===== src/design/pfd_pkg.sv =====
// ----------------------------------------------------------------------------
// pfd_pkg
// Shared types and constants for the parameter frame deframer.
// ----------------------------------------------------------------------------
`default_nettype none

package pfd_pkg;

   // Frame delimiters.
   localparam logic [7:0] FRAME_HEAD = 8'hA5;
   localparam logic [7:0] FRAME_TAIL = 8'h5A;

   // Default number of payload bytes in a frame.
   localparam int PAYLOAD_BYTES_DEF = 4;

   // Bytes that make up the output word.
   localparam int WORD_BYTES = 4;

   // One result item.
   typedef struct packed {
      logic [7:0]  param_id;
      logic [31:0] param_word;
   } rsp_type;

endpackage : pfd_pkg

`default_nettype wire


===== src/design/pfd_if.sv =====
// ----------------------------------------------------------------------------
// pfd_req_if / pfd_rsp_if
// Valid/ready channels for received bytes and decoded parameter items.
// ----------------------------------------------------------------------------
`default_nettype none

interface pfd_req_if;
   logic       valid;
   logic       ready;
   logic [7:0] rx_byte;

   modport source (output valid, output rx_byte, input ready);
   modport sink (input valid, input rx_byte, output ready);
endinterface : pfd_req_if

interface pfd_rsp_if;
   logic        valid;
   logic        ready;
   logic [7:0]  param_id;
   logic [31:0] param_word;

   modport source (output valid, output param_id, output param_word, input ready);
   modport sink (input valid, input param_id, input param_word, output ready);
endinterface : pfd_rsp_if

`default_nettype wire


===== src/design/param_frame_deframer.sv =====
// ----------------------------------------------------------------------------
// param_frame_deframer
// Byte-serial receiver for parameter frames: head, id, payload, additive
// checksum, tail. A good frame yields one item with the id and payload word.
// Throughput: one byte per cycle while req.ready is high; the frame state updates on each accepted byte.
// A finished item is registered into the output stage as its tail byte is accepted.
// req.ready drops only while two finished items wait in the output stage.
// Reset (synchronous, active high) returns to head hunting and empties output.
// ----------------------------------------------------------------------------
`default_nettype none

module param_frame_deframer
   import pfd_pkg::*;
#(
   parameter int PAYLOAD_BYTES = PAYLOAD_BYTES_DEF
) (
   input  wire logic clock,
   input  wire logic reset,
   pfd_req_if.sink   req,
   pfd_rsp_if.source rsp
);

   logic    byte_accept;
   logic    res_valid;
   rsp_type res_data;
   logic    stage_ready;
   rsp_type out_data;

   assign req.ready   = stage_ready;
   assign byte_accept = req.valid && stage_ready;

   // Frame parsing.
   pfd_parser #(
      .PAYLOAD_BYTES (PAYLOAD_BYTES)
   ) u_parser (
      .clock       (clock),
      .reset       (reset),
      .byte_accept (byte_accept),
      .rx_byte     (req.rx_byte),
      .res_valid   (res_valid),
      .res_data    (res_data)
   );

   // Result register and skid.
   pfd_out_stage u_out_stage (
      .clock     (clock),
      .reset     (reset),
      .in_valid  (res_valid),
      .in_data   (res_data),
      .in_ready  (stage_ready),
      .out_valid (rsp.valid),
      .out_data  (out_data),
      .out_ready (rsp.ready)
   );

   assign rsp.param_id   = out_data.param_id;
   assign rsp.param_word = out_data.param_word;

endmodule : param_frame_deframer

`default_nettype wire


===== src/design/pfd_parser.sv =====
// ----------------------------------------------------------------------------
// pfd_parser
// Frame state machine: tracks head, id, payload, checksum and tail, one byte
// per accepted item, and flags a complete good frame on its tail byte.
// ----------------------------------------------------------------------------
`default_nettype none

module pfd_parser
   import pfd_pkg::*;
#(
   parameter int PAYLOAD_BYTES = PAYLOAD_BYTES_DEF
) (
   input  wire logic       clock,
   input  wire logic       reset,
   input  wire logic       byte_accept,
   input  wire logic [7:0] rx_byte,
   output logic            res_valid,
   output rsp_type         res_data
);

   localparam int CountWidth = (PAYLOAD_BYTES > 1) ? $clog2(PAYLOAD_BYTES) : 1;
   localparam logic [CountWidth-1:0] LastCount = CountWidth'(PAYLOAD_BYTES - 1);

   // Phase codes.
   localparam logic [2:0] PH_HUNT = 3'd0;
   localparam logic [2:0] PH_ID   = 3'd1;
   localparam logic [2:0] PH_DATA = 3'd2;
   localparam logic [2:0] PH_SUM  = 3'd3;
   localparam logic [2:0] PH_TAIL = 3'd4;

   logic [2:0]            phase_ff, phase_in;
   logic [7:0]            frame_id_ff, frame_id_in;
   logic [CountWidth-1:0] count_ff, count_in;
   logic [7:0]            sum_ff, sum_in;
   logic [7:0]            store_ff [WORD_BYTES];
   logic [7:0]            store_in [WORD_BYTES];

   // Next-state logic for one received byte.
   always_comb begin
      phase_in    = phase_ff;
      frame_id_in = frame_id_ff;
      count_in    = count_ff;
      sum_in      = sum_ff;
      store_in    = store_ff;
      res_valid   = 1'b0;
      if (byte_accept) begin
         case (phase_ff)
            PH_HUNT: begin
               if (rx_byte == FRAME_HEAD) begin
                  phase_in = PH_ID;
                  sum_in   = '0;
               end
            end
            PH_ID: begin
               frame_id_in = rx_byte;
               sum_in      = rx_byte;
               count_in    = '0;
               for (int i = 0; i < WORD_BYTES; i++) begin
                  store_in[i] = '0;
               end
               phase_in    = PH_DATA;
            end
            PH_DATA: begin
               for (int i = 0; i < WORD_BYTES - 1; i++) begin
                  store_in[i] = store_ff[i+1];
               end
               store_in[WORD_BYTES-1] = rx_byte;
               sum_in = sum_ff + rx_byte;
               if (count_ff == LastCount) begin
                  count_in = '0;
                  phase_in = PH_SUM;
               end else begin
                  count_in = count_ff + 1'b1;
               end
            end
            PH_SUM: begin
               phase_in = (rx_byte == sum_ff) ? PH_TAIL : PH_HUNT;
            end
            PH_TAIL: begin
               res_valid = (rx_byte == FRAME_TAIL);
               phase_in  = PH_HUNT;
            end
            default: begin
               phase_in = PH_HUNT;
            end
         endcase
      end
   end

   // The result carries the frame id and the collected payload word.
   always_comb begin
      res_data.param_id = frame_id_ff;
      for (int i = 0; i < WORD_BYTES; i++) begin
         res_data.param_word[8*(WORD_BYTES-1-i) +: 8] = store_ff[i];
      end
   end

   // Control state.
   always_ff @(posedge clock) begin
      if (reset) begin
         phase_ff    <= PH_HUNT;
         frame_id_ff <= '0;
         count_ff    <= '0;
         sum_ff      <= '0;
      end else begin
         phase_ff    <= phase_in;
         frame_id_ff <= frame_id_in;
         count_ff    <= count_in;
         sum_ff      <= sum_in;
      end
   end

   // Payload bytes, always written before read within a frame.
   always_ff @(posedge clock) begin
      store_ff <= store_in;
   end

endmodule : pfd_parser

`default_nettype wire


===== src/design/pfd_out_stage.sv =====
// ----------------------------------------------------------------------------
// pfd_out_stage
// Result register with a one-entry skid, so the input keeps flowing while a
// finished item waits to be taken.
// ----------------------------------------------------------------------------
`default_nettype none

module pfd_out_stage
   import pfd_pkg::*;
(
   input  wire logic    clock,
   input  wire logic    reset,
   input  wire logic    in_valid,
   input  wire rsp_type in_data,
   output logic         in_ready,
   output logic         out_valid,
   output rsp_type      out_data,
   input  wire logic    out_ready
);

   logic    out_valid_ff, out_valid_in;
   rsp_type out_data_ff, out_data_in;
   logic    skid_valid_ff, skid_valid_in;
   rsp_type skid_data_ff, skid_data_in;
   logic    push;

   assign in_ready  = !skid_valid_ff;
   assign push      = in_valid && in_ready;
   assign out_valid = out_valid_ff;
   assign out_data  = out_data_ff;

   // Refill the output register from the skid first, then from the input.
   always_comb begin
      out_valid_in  = out_valid_ff;
      out_data_in   = out_data_ff;
      skid_valid_in = skid_valid_ff;
      skid_data_in  = skid_data_ff;
      if (!out_valid_ff || out_ready) begin
         if (skid_valid_ff) begin
            out_valid_in  = 1'b1;
            out_data_in   = skid_data_ff;
            skid_valid_in = 1'b0;
         end else begin
            out_valid_in = push;
            if (push) begin
               out_data_in = in_data;
            end
         end
      end else if (push) begin
         skid_valid_in = 1'b1;
         skid_data_in  = in_data;
      end
   end

   always_ff @(posedge clock) begin
      if (reset) begin
         out_valid_ff  <= 1'b0;
         skid_valid_ff <= 1'b0;
      end else begin
         out_valid_ff  <= out_valid_in;
         skid_valid_ff <= skid_valid_in;
      end
   end

   always_ff @(posedge clock) begin
      out_data_ff  <= out_data_in;
      skid_data_ff <= skid_data_in;
   end

endmodule : pfd_out_stage

`default_nettype wire


===== src/flat_wrapper.sv =====
// flat-port wrapper written by rule: the top's interface ports become plain ports
module param_frame_deframer_flat import pfd_pkg::*;
#(
   parameter int PAYLOAD_BYTES = PAYLOAD_BYTES_DEF
)
  (clock, reset, req_valid, req_rx_byte, req_ready, rsp_valid, rsp_param_id, rsp_param_word, rsp_ready);
  pfd_req_if req_i ();
  pfd_rsp_if rsp_i ();
  input  wire logic clock;
  input  wire logic reset;
  input wire logic [$bits(req_i.valid)-1:0] req_valid;
  input wire logic [$bits(req_i.rx_byte)-1:0] req_rx_byte;
  output wire logic [$bits(req_i.ready)-1:0] req_ready;
  output wire logic [$bits(rsp_i.valid)-1:0] rsp_valid;
  output wire logic [$bits(rsp_i.param_id)-1:0] rsp_param_id;
  output wire logic [$bits(rsp_i.param_word)-1:0] rsp_param_word;
  input wire logic [$bits(rsp_i.ready)-1:0] rsp_ready;
  assign req_i.valid = req_valid;
  assign req_i.rx_byte = req_rx_byte;
  assign req_ready = req_i.ready;
  assign rsp_valid = rsp_i.valid;
  assign rsp_param_id = rsp_i.param_id;
  assign rsp_param_word = rsp_i.param_word;
  assign rsp_i.ready = rsp_ready;
  param_frame_deframer #(.PAYLOAD_BYTES(PAYLOAD_BYTES)) u_core (.clock(clock), .reset(reset), .req(req_i), .rsp(rsp_i));
endmodule

===== config.mk =====
export PLATFORM = sky130hd
export DESIGN_NAME = param_frame_deframer_flat
export DESIGN_NICKNAME = d
export VERILOG_FILES = /design/src/design/pfd_pkg.sv /design/src/design/pfd_if.sv /design/src/design/param_frame_deframer.sv /design/src/design/pfd_parser.sv /design/src/design/pfd_out_stage.sv /design/src/flat_wrapper.sv
export SDC_FILE = /design/constraint.sdc
export NUM_CORES = 1
export LEC_CHECK = 0
export BUFFER_PORTS_ARGS = -buffer_cell sky130_fd_sc_hd__buf_2
export CORE_MARGIN = 5
export CORE_UTILIZATION = 63
export DETAILED_ROUTE_END_ITERATION = 6
export GPL_ROUTABILITY_DRIVEN = 0
export PLACE_DENSITY = 0.84
export SLEW_MARGIN = 20
export SYNTH_ARGS = -nofsm -noshare
export SYNTH_HDL_FRONTEND = slang
export SYNTH_SLANG_ARGS = --single-unit

===== constraint.sdc =====
create_clock -name clock -period 16.5 [get_ports clock]
set_input_delay 4.125 -clock clock [delete_from_list [all_inputs] [get_ports clock]]
set_output_delay 4.125 -clock clock [all_outputs]
set_load 0.01 [all_outputs]

==> results.tsv <==
stage	metric	value	unit
run_status	outcome	finished, final reports clean	
clock_network	clock root cell	clkbuf_8	
setup_path	Setup crit end kind	output pin	
setup_path	WS Path Type	flop to output pin	
setup_path	CP peak stage delay	1.00	ns
global_route	pin count of the biggest net entering global routing	43	
setup_path	crit path DAT	2.04	ns
global_route	M1 GR Usage	26.0	%
placed_design	post-DP HPWL	6.12	mm
timing	min Tclk post-route	6.16	ns
setup_path	crit path cell chain	inv_1, buf_2	
route	DRC viols	0	
timing	Final Cycle Share	37.3	%
route	Via Count	3171	
floorplanning	Die Ht	103	um
worst_hold_path	hold crit path type	flop to flop	
floorplanning	Initial Util	65.5	%
logic_synthesis	Seq cells post-synth	135	
power	Lkg Pwr	2.25	nW
clock_network	CTS tree	yes	
logic_synthesis	library cells used by synthesis	48	
logic_synthesis	Primary FF master, synth	edfxtp_1	
timing	worst slew pin tran	1.05	ns
floorplanning	# rows	33	
power	Peak VDD IR	70.7	uV
global_route	GRT Total Usage	20.3	%
global_route	GRT Max-Usage Layer	met2	
floorplanning	I/O pins	54	
global_route	vias in the first global route	3138	
route	Antenna Nets Post-Route	0	
floorplanning	CORE AREA	0.00830	mm^2
logic_synthesis	Syn. warnings	0	
logic_synthesis	share of flip-flops with an asynchronous set or reset	0	%
timing	slew margin rel.	30.1	%
setup_path	Crit Path Max Fanout	42	
clock_network	worst skew pair latency	0.51	ns
logic_synthesis	sequential fraction of the synthesis area	70.3	%
logic_synthesis	syn_area_per_cell	15.2	um^2
floorplanning	Die Wd	103	um
clock_network	# hold bufs at CTS	0	
setup_path	crit path max-delay cell type	dfxtp_2	
clock_network	post_cts resized	0	
global_route	GRT overflow	0	
timing	unrepaired setup endpoints after global routing	no	
logic_synthesis	Synth Cell Area	0.00544	mm^2
timing	final hold viol count	0	
global_route	met3 Track Usage GR	6.29	%
timing	Clock Skew	0.00570	ns
setup_path	worst endpoint required time	12.38	ns
route	drt pass-1 iters	5	
timing	setup_tns	0	ns
clock_network	clock transition at the registers of the reported paths	0.06	ns
floorplanning	Die Footprint	0.0106	mm^2
timing	Final Max Tran Viols	0	
timing	Fmax	0.162	GHz
route	WL/cell	19.0	um
job	Max-Cap Viols	0	
timing	count of final setup violators	0	
clock_network	CTS buffer count	17	
clock_network	Clock Sinks	135	
logic_synthesis	cell count after synthesis	359	
setup_path	startpoint types	flop	
final_layout	share of layout cells above drive strength 1	32.6	%
logic_synthesis	Post-synth EDFFs	112	
final_layout	Area Growth Syn to Fin	18.0	%
placed_design	Port Buf Inserts	53	
global_route	antenna violations before repair	0	
route	vias per cell	5.93	
final_layout	Layout Utilization	77.3	%
route	DRT iter0 DRCs	234	
power	PD cells	117	mW/mm^2
clock_network	# Post-CTS Setup Buffers	0	
logic_synthesis	Syn Nets	380	
global_route	GRT met2 Usage	33.0	%
global_route	first-pass GRT wire length	16.0	mm
clock_network	largest buffer count on any clock path	2	
final_layout	# diodes	0	
final_layout	nets@finish	438	
clock_network	CTS H-tree depth	4	
route	total wire length	10.2	mm
-- cells by family after synthesis --
| logic type | Yosys count | synth area share [%] |
|---|---|---|
| adders and majority gates | 9 | 2.21 |
| DFF | 135 | 70.3 |
| AOI/OAI and AO/OA | 46 | 5.89 |
| xor gates and xnor gates | 3 | 0.483 |
| muxes | 43 | 8.83 |
| and+or+nand+nor | 103 | 10.4 |
| buffers and inverters | 20 | 1.84 |
-- path summary, 6_finish.rpt --
path / startpoint / to / slack, ns / cells past startpoint
worst min register to register: u_core.u_parser.frame_id_ff[1] / u_core.u_out_stage.skid_data_ff[33] / 0.45 / 0
worst max-delay path: u_core.u_out_stage.skid_valid_ff / req_ready / 10.34 / 2
worst min-delay path: u_core.u_parser.frame_id_ff[1] / u_core.u_out_stage.skid_data_ff[33] / 0.45 / 0
worst max register to register: u_core.u_out_stage.skid_valid_ff / u_core.u_out_stage.skid_data_ff[13] / 13.84 / 4
-- power breakdown --
| part | internal (W) | switching [W] | total [W] |
|---|---|---|---|
| registers | 0.000364 | 0.000000208 | 0.000364 |
| logic | 0.00000327 | 0.00000659 | 0.00000986 |
| clock network | 0.000244 | 0.000136 | 0.000379 |
| total | 0.000611 | 0.000143 | 0.000754 |
-- worst max-delay path, delay by kind of cell, from the launching register on --
family / cells / cell delay, ns
flops: 1 / 1.00
buf+inv: 2 / 0.52
-- flip-flops by register name (all words and copies together), names as in the netlist --
signal	flops
u_core.u_out_stage.skid_valid_ff	1
u_core.u_parser.res_data	32
u_core.u_parser.count_ff	2
u_core.u_parser.frame_id_ff	8
u_core.u_out_stage.out_data	40
u_core.u_parser.sum_ff	8
u_core.u_out_stage.out_valid	1
u_core.u_parser.phase_ff	3
u_core.u_out_stage.skid_data_ff	40
-- area by class of cell --
| type | instances | area [um^2] |
|---|---|---|
| clock buffer | 18 | 418 |
| clock inverter | 14 | 183 |
| fill | 481 | 1880 |
| inverter | 2 | 7.51 |
| multi-input combinational | 204 | 1540 |
| sequential | 135 | 3820 |
| tap | 105 | 131 |
| timing repair buffer | 57 | 315 |
-- layer usage --
metal / vias up / part of all wire, %
met4: 0 / 1.7
li1: 1467 / -
met3: 18 / 7.8
met2: 141 / 50
met5: - / 0
met1: 1545 / 40
-- metrics by stage --
| step | hold slack, ns | instances | total power, W | area (um^2) | worst slack, ns |
|---|---|---|---|---|---|
| global route | 0.463 | 535 | 0.000775 | 6420 | 10.20 |
| detailed placement | 0.438 | 502 | 0.000381 | 5790 | 10.13 |
| floorplan | 0.422 | 359 | 0.000377 | 5440 | 8.37 |
| CTS | 0.455 | 534 | 0.000757 | 6390 | 10.32 |
| finish | 0.451 | 535 | 0.000754 | 6420 | 10.34 |
| global placement | 0.433 | 502 | 0.000381 | 5790 | 10.16 |
-- Yosys cell counts, types with 2 or more instances --
library cell / count / area, um^2
nand4b_1: 2 / 17.5
edfxtp_1: 112 / 3360
nor3_1: 2 / 10.0
nand2b_1: 2 / 12.5
inv_1: 2 / 7.51
a21o_1: 4 / 30.0
nor4_1: 3 / 18.8
nor2b_1: 5 / 31.3
ha_1: 8 / 100
nor2_1: 19 / 71.3
xnor2_1: 2 / 17.5
nand4_1: 2 / 12.5
nand2_1: 17 / 63.8
mux2_2: 40 / 450
dfxtp_1: 23 / 460
a211oi_1: 6 / 45.0
clkbuf_1: 13 / 48.8
mux2i_1: 3 / 30.0
a22oi_1: 4 / 30.0
a211oi_2: 4 / 50.1
o21ai_0: 4 / 20.0
and2_1: 32 / 200
nand3_1: 9 / 45.0
a21oi_1: 17 / 85.1
-- placed cells by master (no fill, tap or decap), types with 4 or more instances in the layout --
| cell | count |
|---|---|
| a211oi_1 | 6 |
| a211oi_2 | 4 |
| a21o_1 | 4 |
| a21oi_1 | 17 |
| a22oi_1 | 4 |
| and2_1 | 32 |
| buf_2 | 53 |
| bufinv_16 | 4 |
| clkbuf_16 | 16 |
| dfxtp_1 | 22 |
| edfxtp_1 | 112 |
| ha_1 | 8 |
| mux2_2 | 40 |
| nand2_1 | 17 |
| nand3_1 | 9 |
| nor2_1 | 18 |
| o21ai_0 | 4 |
No activity file was read; power rests on OpenSTA's default activity.
